<file path="src/rtl/core/mcls_pkg.sv">
`timescale 1ns / 1ps

package mcls_pkg;

    // converter sample width
    localparam int SAMPLE_BITS = 14;

    // result field widths
    localparam int RAW_W = 14;
    localparam int PCT_W = 7;
    localparam int OUT_W = 24;

    // scaled numerator: 14-bit difference times 100
    localparam int NUM_W  = 21;
    localparam int STEP_W = 3;
    localparam logic [STEP_W-1:0] STEP_FIRST = 3'd6;
    localparam logic [STEP_W-1:0] STEP_LAST  = 3'd0;
    localparam logic [PCT_W-1:0]  PCT_FULL   = 7'd100;
    localparam logic [PCT_W-1:0]  PCT_ZERO   = 7'd0;

    // register map
    localparam int PADDR_W   = 4;
    localparam int PDATA_W   = 32;
    localparam int REG_IDX_W = 2;
    localparam logic [REG_IDX_W-1:0] REG_DRY    = 2'd0;
    localparam logic [REG_IDX_W-1:0] REG_WET    = 2'd1;
    localparam logic [REG_IDX_W-1:0] REG_DETECT = 2'd2;

    localparam logic [RAW_W-1:0] DRY_RESET    = 14'd14000;
    localparam logic [RAW_W-1:0] WET_RESET    = 14'd4000;
    localparam logic [PCT_W-1:0] DETECT_RESET = 7'd20;

    typedef struct packed {
        logic [RAW_W-1:0] dry;
        logic [RAW_W-1:0] wet;
    } t_cal;

    typedef struct packed {
        logic             done;
        logic [PCT_W-1:0] pct;
    } t_map_res;

endpackage

</file>
<file path="src/rtl/core/mcls_cell.sv">
`timescale 1ns / 1ps

module mcls_cell import mcls_pkg::*; #(
    parameter int W = 14
) (
    input  logic         i_clk,
    input  logic         i_load,
    input  logic         i_empty,
    input  logic [W-1:0] i_x,
    input  logic         i_prev_take,
    input  logic [W-1:0] i_prev_val,
    output logic         o_take,
    output logic [W-1:0] o_val
);

    logic [W-1:0] r_val;
    logic [W-1:0] n_val;

    // an empty cell sits above every held value
    assign o_take = i_empty || (i_x < r_val);
    assign o_val  = r_val;

    always_comb begin
        n_val = r_val;
        if (o_take) begin
            n_val = i_prev_take ? i_prev_val : i_x;
        end
    end

    always_ff @(posedge i_clk) begin
        if (i_load) begin
            r_val <= n_val;
        end
    end

endmodule

</file>
<file path="src/rtl/core/mcls_map.sv">
`timescale 1ns / 1ps

module mcls_map import mcls_pkg::*; (
    input  logic             i_clk,
    input  logic             i_rst_n,
    input  logic             i_start,
    input  logic [RAW_W-1:0] i_med,
    input  t_cal             i_cal,
    output t_map_res         o_res
);

    typedef enum logic [2:0] {
        MS_IDLE  = 3'b001,
        MS_SCALE = 3'b010,
        MS_DIV   = 3'b100
    } t_mstate;

    t_mstate            r_state;
    logic               r_done;
    logic [RAW_W-1:0]   r_ad;
    logic [RAW_W-1:0]   r_ae;
    logic               r_pos;
    logic               r_full;
    logic [NUM_W-1:0]   r_rem;
    logic [PCT_W-1:0]   r_quo;
    logic [STEP_W-1:0]  r_step;
    logic [NUM_W-1:0]   trial;
    logic               ge;
    logic [NUM_W-1:0]   ad_ext;

    assign ad_ext = NUM_W'(r_ad);
    assign trial  = NUM_W'(r_ae) << r_step;
    assign ge     = r_rem >= trial;

    always_ff @(posedge i_clk) begin
        if (!i_rst_n) begin
            r_state <= MS_IDLE;
            r_done  <= 1'b0;
        end else begin
            r_done <= 1'b0;
            case (r_state)
                MS_IDLE: begin
                    if (i_start) begin
                        r_state <= MS_SCALE;
                    end
                end
                MS_SCALE: begin
                    r_state <= MS_DIV;
                end
                MS_DIV: begin
                    if (r_step == STEP_LAST) begin
                        r_state <= MS_IDLE;
                        r_done  <= 1'b1;
                    end
                end
                default: begin
                    r_state <= MS_IDLE;
                end
            endcase
        end
    end

    always_ff @(posedge i_clk) begin
        case (r_state)
            MS_IDLE: begin
                // magnitudes and sign agreement of median-dry and wet-dry
                r_ad  <= (i_med >= i_cal.dry) ? i_med - i_cal.dry : i_cal.dry - i_med;
                r_ae  <= (i_cal.wet >= i_cal.dry) ? i_cal.wet - i_cal.dry
                                                  : i_cal.dry - i_cal.wet;
                r_pos <= ((i_med > i_cal.dry) && (i_cal.wet > i_cal.dry)) ||
                         ((i_med < i_cal.dry) && (i_cal.wet < i_cal.dry));
            end
            MS_SCALE: begin
                // times 100 as 64 + 32 + 4
                r_rem  <= (ad_ext << 6) + (ad_ext << 5) + (ad_ext << 2);
                r_full <= r_ad >= r_ae;
                r_quo  <= PCT_ZERO;
                r_step <= STEP_FIRST;
            end
            MS_DIV: begin
                if (ge) begin
                    r_rem <= r_rem - trial;
                end
                r_quo  <= {r_quo[PCT_W-2:0], ge};
                r_step <= r_step - 1'b1;
            end
            default: begin
                r_step <= STEP_LAST;
            end
        endcase
    end

    assign o_res.done = r_done;
    assign o_res.pct  = !r_pos ? PCT_ZERO : (r_full ? PCT_FULL : r_quo);

endmodule

</file>
<file path="src/rtl/core/median_calibrated_level_sensor.sv">
`timescale 1ns / 1ps

// median-of-group level sensor: converter samples arrive as input beats and are
// inserted one per beat into a sorted row of GROUP_SIZE cells, so a sample that
// does not close a group leaves the input ready; the beat that closes a group
// leaves the middle cell holding the median, which is then mapped from dry_raw
// (0 %) to wet_raw (100 %) as (median - dry) * 100 / (wet - dry) truncated toward
// zero and clamped to 0..100 (0 when dry equals wet), and the detect flag is
// raised when the percent reaches detect_percent; the map runs a restoring
// divider one quotient bit per cycle; from the closing beat until the result
// is loaded into the output register the block accepts no sample; the result
// sits in that register, so a new group may be collected while the result
// still waits; configuration is written over the register port and used at
// the next result, collected samples are kept
module median_calibrated_level_sensor import mcls_pkg::*; #(
    parameter int GROUP_SIZE  = 5
) (
    input  logic                                 i_clk,
    input  logic                                 i_rst_n,
    // sample beats
    input  logic                                 s_tvalid,
    output logic                                 s_tready,
    input  logic [((SAMPLE_BITS+7)/8)*8-1:0]     s_tdata,   // sample
    // result beats
    output logic                                 m_tvalid,
    input  logic                                 m_tready,
    output logic [OUT_W-1:0]                     m_tdata,   // median_raw, level_percent
    output logic                                 m_tuser,   // detected
    // register port
    input  logic                                 psel,
    input  logic                                 penable,
    input  logic                                 pwrite,
    input  logic [PADDR_W-1:0]                   paddr,
    input  logic [PDATA_W-1:0]                   pwdata,
    output logic [PDATA_W-1:0]                   prdata,
    output logic                                 pready
);

    localparam int FILL_W = $clog2(GROUP_SIZE);
    localparam int MID    = GROUP_SIZE / 2;
    localparam logic [FILL_W-1:0] FILL_LAST = FILL_W'(GROUP_SIZE - 1);

    typedef enum logic [3:0] {
        ST_IDLE   = 4'b0001,
        ST_SORTED = 4'b0010,
        ST_MAP    = 4'b0100,
        ST_EMIT   = 4'b1000
    } t_state;

    t_state              r_state;
    logic [FILL_W-1:0]   r_fill;
    logic [RAW_W-1:0]    r_dry;
    logic [RAW_W-1:0]    r_wet;
    logic [PCT_W-1:0]    r_detect;
    logic [RAW_W-1:0]    r_med;
    logic                r_m_tvalid;
    logic [OUT_W-1:0]    r_m_tdata;
    logic                r_m_tuser;

    logic                in_beat;
    logic                out_free;
    logic                cfg_wr;
    logic [REG_IDX_W-1:0] reg_idx;
    logic [SAMPLE_BITS-1:0] sample;
    logic [RAW_W-1:0]    med_now;
    t_cal                cal;
    t_map_res            map_res;

    logic                    take [GROUP_SIZE];
    logic [SAMPLE_BITS-1:0]  val  [GROUP_SIZE];

    assign s_tready = (r_state == ST_IDLE);
    assign in_beat  = s_tvalid && s_tready;
    assign sample   = s_tdata[SAMPLE_BITS-1:0];
    assign out_free = !r_m_tvalid || m_tready;

    // sorted row of cells, lowest value in cell 0
    for (genvar g = 0; g < GROUP_SIZE; g++) begin : g_cell
        localparam logic [FILL_W-1:0] IDX = FILL_W'(g);
        mcls_cell #(
            .W (SAMPLE_BITS)
        ) u_cell (
            .i_clk       (i_clk),
            .i_load      (in_beat),
            .i_empty     (IDX >= r_fill),
            .i_x         (sample),
            .i_prev_take ((g == 0) ? 1'b0 : take[(g == 0) ? 0 : g-1]),
            .i_prev_val  (val[(g == 0) ? 0 : g-1]),
            .o_take      (take[g]),
            .o_val       (val[g])
        );
    end

    assign med_now = RAW_W'(val[MID]);
    assign cal.dry = r_dry;
    assign cal.wet = r_wet;

    mcls_map u_map (
        .i_clk   (i_clk),
        .i_rst_n (i_rst_n),
        .i_start (r_state == ST_SORTED),
        .i_med   (med_now),
        .i_cal   (cal),
        .o_res   (map_res)
    );

    // group sequencing
    always_ff @(posedge i_clk) begin
        if (!i_rst_n) begin
            r_state <= ST_IDLE;
            r_fill  <= '0;
        end else begin
            case (r_state)
                ST_IDLE: begin
                    if (in_beat) begin
                        if (r_fill == FILL_LAST) begin
                            r_fill  <= '0;
                            r_state <= ST_SORTED;
                        end else begin
                            r_fill <= r_fill + 1'b1;
                        end
                    end
                end
                ST_SORTED: begin
                    r_state <= ST_MAP;
                end
                ST_MAP: begin
                    if (map_res.done) begin
                        r_state <= ST_EMIT;
                    end
                end
                ST_EMIT: begin
                    if (out_free) begin
                        r_state <= ST_IDLE;
                    end
                end
                default: begin
                    r_state <= ST_IDLE;
                end
            endcase
        end
    end

    always_ff @(posedge i_clk) begin
        if (r_state == ST_SORTED) begin
            r_med <= med_now;
        end
    end

    // output register
    always_ff @(posedge i_clk) begin
        if (!i_rst_n) begin
            r_m_tvalid <= 1'b0;
        end else if ((r_state == ST_EMIT) && out_free) begin
            r_m_tvalid <= 1'b1;
        end else if (m_tready) begin
            r_m_tvalid <= 1'b0;
        end
    end

    always_ff @(posedge i_clk) begin
        if ((r_state == ST_EMIT) && out_free) begin
            r_m_tdata <= OUT_W'({map_res.pct, r_med});
            r_m_tuser <= map_res.pct >= r_detect;
        end
    end

    assign m_tvalid = r_m_tvalid;
    assign m_tdata  = r_m_tdata;
    assign m_tuser  = r_m_tuser;

    // register port, writes complete in the access cycle
    assign pready  = 1'b1;
    assign cfg_wr  = psel && penable && pwrite && pready;
    assign reg_idx = paddr[PADDR_W-1:2];

    always_ff @(posedge i_clk) begin
        if (!i_rst_n) begin
            r_dry    <= DRY_RESET;
            r_wet    <= WET_RESET;
            r_detect <= DETECT_RESET;
        end else if (cfg_wr) begin
            case (reg_idx)
                REG_DRY:    r_dry    <= pwdata[RAW_W-1:0];
                REG_WET:    r_wet    <= pwdata[RAW_W-1:0];
                REG_DETECT: r_detect <= pwdata[PCT_W-1:0];
                default: begin
                end
            endcase
        end
    end

    always_comb begin
        case (reg_idx)
            REG_DRY:    prdata = PDATA_W'(r_dry);
            REG_WET:    prdata = PDATA_W'(r_wet);
            REG_DETECT: prdata = PDATA_W'(r_detect);
            default:    prdata = '0;
        endcase
    end

endmodule

</file>
<file path="config.mk">
export PLATFORM = sky130hd
export DESIGN_NAME = median_calibrated_level_sensor
export DESIGN_NICKNAME = d
export VERILOG_FILES = /design/src/rtl/core/mcls_pkg.sv /design/src/rtl/core/mcls_cell.sv /design/src/rtl/core/mcls_map.sv /design/src/rtl/core/median_calibrated_level_sensor.sv
export SDC_FILE = /design/constraint.sdc
export NUM_CORES = 1
export LEC_CHECK = 0
export BUFFER_PORTS_ARGS = -buffer_cell sky130_fd_sc_hd__buf_2
export CORE_MARGIN = 2
export CORE_UTILIZATION = 50
export CTS_CLUSTER_SIZE = 16
export DETAILED_ROUTE_END_ITERATION = 8
export PLACE_DENSITY = 0.67
export SLEW_MARGIN = 20
export SYNTH_ARGS = -nofsm -noshare
export SYNTH_HDL_FRONTEND = slang
export SYNTH_HIERARCHICAL = 1
export SYNTH_SLANG_ARGS = --single-unit
</file>
<file path="constraint.sdc">
create_clock -name i_clk -period 10.6 [get_ports i_clk]
set_input_delay 1.06 -clock i_clk [delete_from_list [all_inputs] [get_ports i_clk]]
set_output_delay 1.06 -clock i_clk [all_outputs]
set_load 0.02 [all_outputs]
</file>
==> results by group <==
Routing
  • Routed Antenna Nets: 0
  • Avg Vias per Cell: 5.54
  • Drt first-iter violations: 688
  • Iteration count of the initial detailed-routing pass: 4
  • DR WL/cell: 16.6 um
  • Final Routed Wirelength: 30600 um
  • Via Count: 10200
  • DRC: 0

Clock network
  • CTS buffer count: 17
  • # hold bufs at CTS: 0
  • Clock sinks: 186
  • CTS resizes: 0
  • H-tree depth: 4
  • Root buf cell: clkbuf_16
  • Worst skew pair latency: 0.43 ns
  • Postcts setup bufs: 0
  • CTS tree: yes
  • Longest Clk Path Bufs: 2
  • Clock slew at reported path FFs: 0.08 ns

Finish
  • Non-filler instance count after layout: 1845
  • Nets: 1693
  • Diodes inserted: 0
  • Layout cell share with drive strength beyond 1: 0.0903
  • Area growth syn-to-layout: 8.17%
  • Fillcell total: 2435
  • Final Util: 0.553

STA
  • Fin crit period: 4.75 ns
  • Worst Tran Pin Value: 1.03 ns
  • Final Max Tran Viols: 0
  • Max Clock Skew: 0.0125 ns
  • Setup total negative slack: 0 ns
  • Final count of hold timing violations: 0
  • Unrepaired setup endpoints after global routing: no
  • Setup violations, final: 0
  • Period Utilization, post-route: 0.448
  • Fmax: 0.211 GHz
  • Slew HR: 0.312

Floorplan
  • Rows: 60
  • Ports: 119
  • Core Box Area: 0.0271 mm^2
  • Die extent in x: 170 um
  • Full die area: 0.0291 mm^2
  • Initial Util: 0.511
  • DIE HEIGHT: 170 um

Pwr
  • Cell Pwr Density: 158 mW/mm^2
  • VDD IR max: 112 uV
  • Leakage power: 6.55 nW

Worst setup path
  • CP peak stage delay: 0.84 ns
  • CP required: 10.65 ns
  • Critical-path cell list: clkinv_1 > o21ai_0 > mux2i_1 > ha_1 > nand4_1 > or4_1 > o41ai_1 > a21oi_1 > o21ai_1 > a21o_1
  • CP startpoint kind: register
  • Setup Crit Path Kind: reg -> reg
  • Largest fanout on the critical path: 21
  • Crit path buf inv count: 1
  • CP top delay family: compound AO/OA/AOI/OAI gates
  • Worst Setup End Kind: register
  • Slowest-stage cell, CP: edfxtp_1
  • Critical Path AT: 4.79 ns

Placed design
  • # port buffers: 74
  • Final HPWL DP: 24000 um
  • RD Place Congestion: 0.884
  • Placed cells: 1813

Synth
  • Post-synthesis cell count: 1413
  • Mapped Area: 0.0139 mm^2
  • Yosys warning total: 6
  • Syn_area_per_cell: 9.81 um^2

Global route
  • Vias in the first global route: 9832
  • Total grt overflow: 0
  • Tot GR Track Use: 0.215
  • First-pass GRT wire length: 49700 um
  • Initial antenna violation count: 0
  • Largest net degree at the start of global routing: 57

Outcome
  • Outcome: complete, no violations

Worst hold path
  • Worst min-delay path category: reg -> reg

Job
  • Max-cap violation count: 0
through the flow:
stage	hold slack (ns)	total power [mW]	area (um^2)	setup WS, ns
final	0.422	2.37	15000	5.85
after global routing	0.431	2.53	15000	5.50
after CTS	0.423	2.38	15000	5.78
after detailed placement	0.405	1.74	14400	5.78
after global placement	0.402	1.72	14400	5.84
after floorplan	0.400	1.56	13900	6.69
where the power goes:
| part | switching (mW) | leakage (nW) | internal (mW) |
|---|---|---|---|
| logic | 0.463 | 4.53 | 0.360 |
| clock network | 0.302 | 0.291 | 0.334 |
| registers | 0.0508 | 1.73 | 0.865 |
| total | 0.815 | 6.55 | 1.56 |
cells in the final DEF, fill, tap and decap left out, drive strengths merged, types with 5 or more instances in the layout:
cell / count
clkbuf: 17
nand2b: 16
a31oi: 19
a21o: 30
mux2i: 71
xnor2: 33
conb: 27
o21ai: 86
and2: 11
nor3: 16
nand4: 16
mux4: 5
nand3: 38
buf: 79
o31ai: 5
o211ai: 6
edfxtp: 139
and3: 14
o221ai: 9
clkinv: 8
a211oi: 14
ha: 158
nor4: 5
mux2: 43
a21oi: 110
dfxtp: 47
nor2b: 23
nor2: 48
nand2: 122
o21bai: 8
inv: 146
fa: 16
xor2: 18
o21a: 23
layout make-up:
cell class	count	area [um^2]	share of cell area
clock buffers	17	425	0.0284
clock inverters	15	156	0.0104
well taps	372	465	0.0311
multi-input cells	1036	7890	0.527
inverters	140	526	0.0351
flip-flops and latches	186	5110	0.341
repair buffers	79	408	0.0272
registers in the layout, indices dropped and copies added, names as in the netlist:
| name | cells |
|---|---|
| g_cell.u_cell/o_val | 42 |
| m_tdata | 21 |
| u_map/r_rem | 21 |
| r_dry | 14 |
| r_med | 14 |
| r_wet | 14 |
| u_map/r_ad | 14 |
| u_map/r_ae | 14 |
| r_detect | 7 |
| u_map/r_quo | 7 |
| r_state | 4 |
| r_fill | 3 |
| u_map/r_state | 3 |
| u_map/r_step | 3 |
| m_tuser | 1 |
| m_tvalid | 1 |
| u_map/r_done | 1 |
| u_map/r_full | 1 |
| u_map/r_pos | 1 |
layer usage:
metal  track usage  part of all wire  vias up
met5             0                 0        -
met4        0.0539             0.015        0
met3        0.0277             0.036       27
met2         0.364              0.48      192
met1         0.293              0.47     4877
li1              -                 -     5118
path summary, 6_finish.rpt:
path | startpoint | end | slack [ns] | cells after the start
worst max register to register | u_map/r_step[0] | u_map/r_rem[18] | 5.85 | 10
worst min-delay path | r_med[1] | m_tdata[1] | 0.42 | 0
worst max-delay path | u_map/r_step[0] | u_map/r_rem[18] | 5.85 | 10
worst min register to register | r_med[1] | m_tdata[1] | 0.42 | 0
No activity file was read; power rests on OpenSTA's default activity.
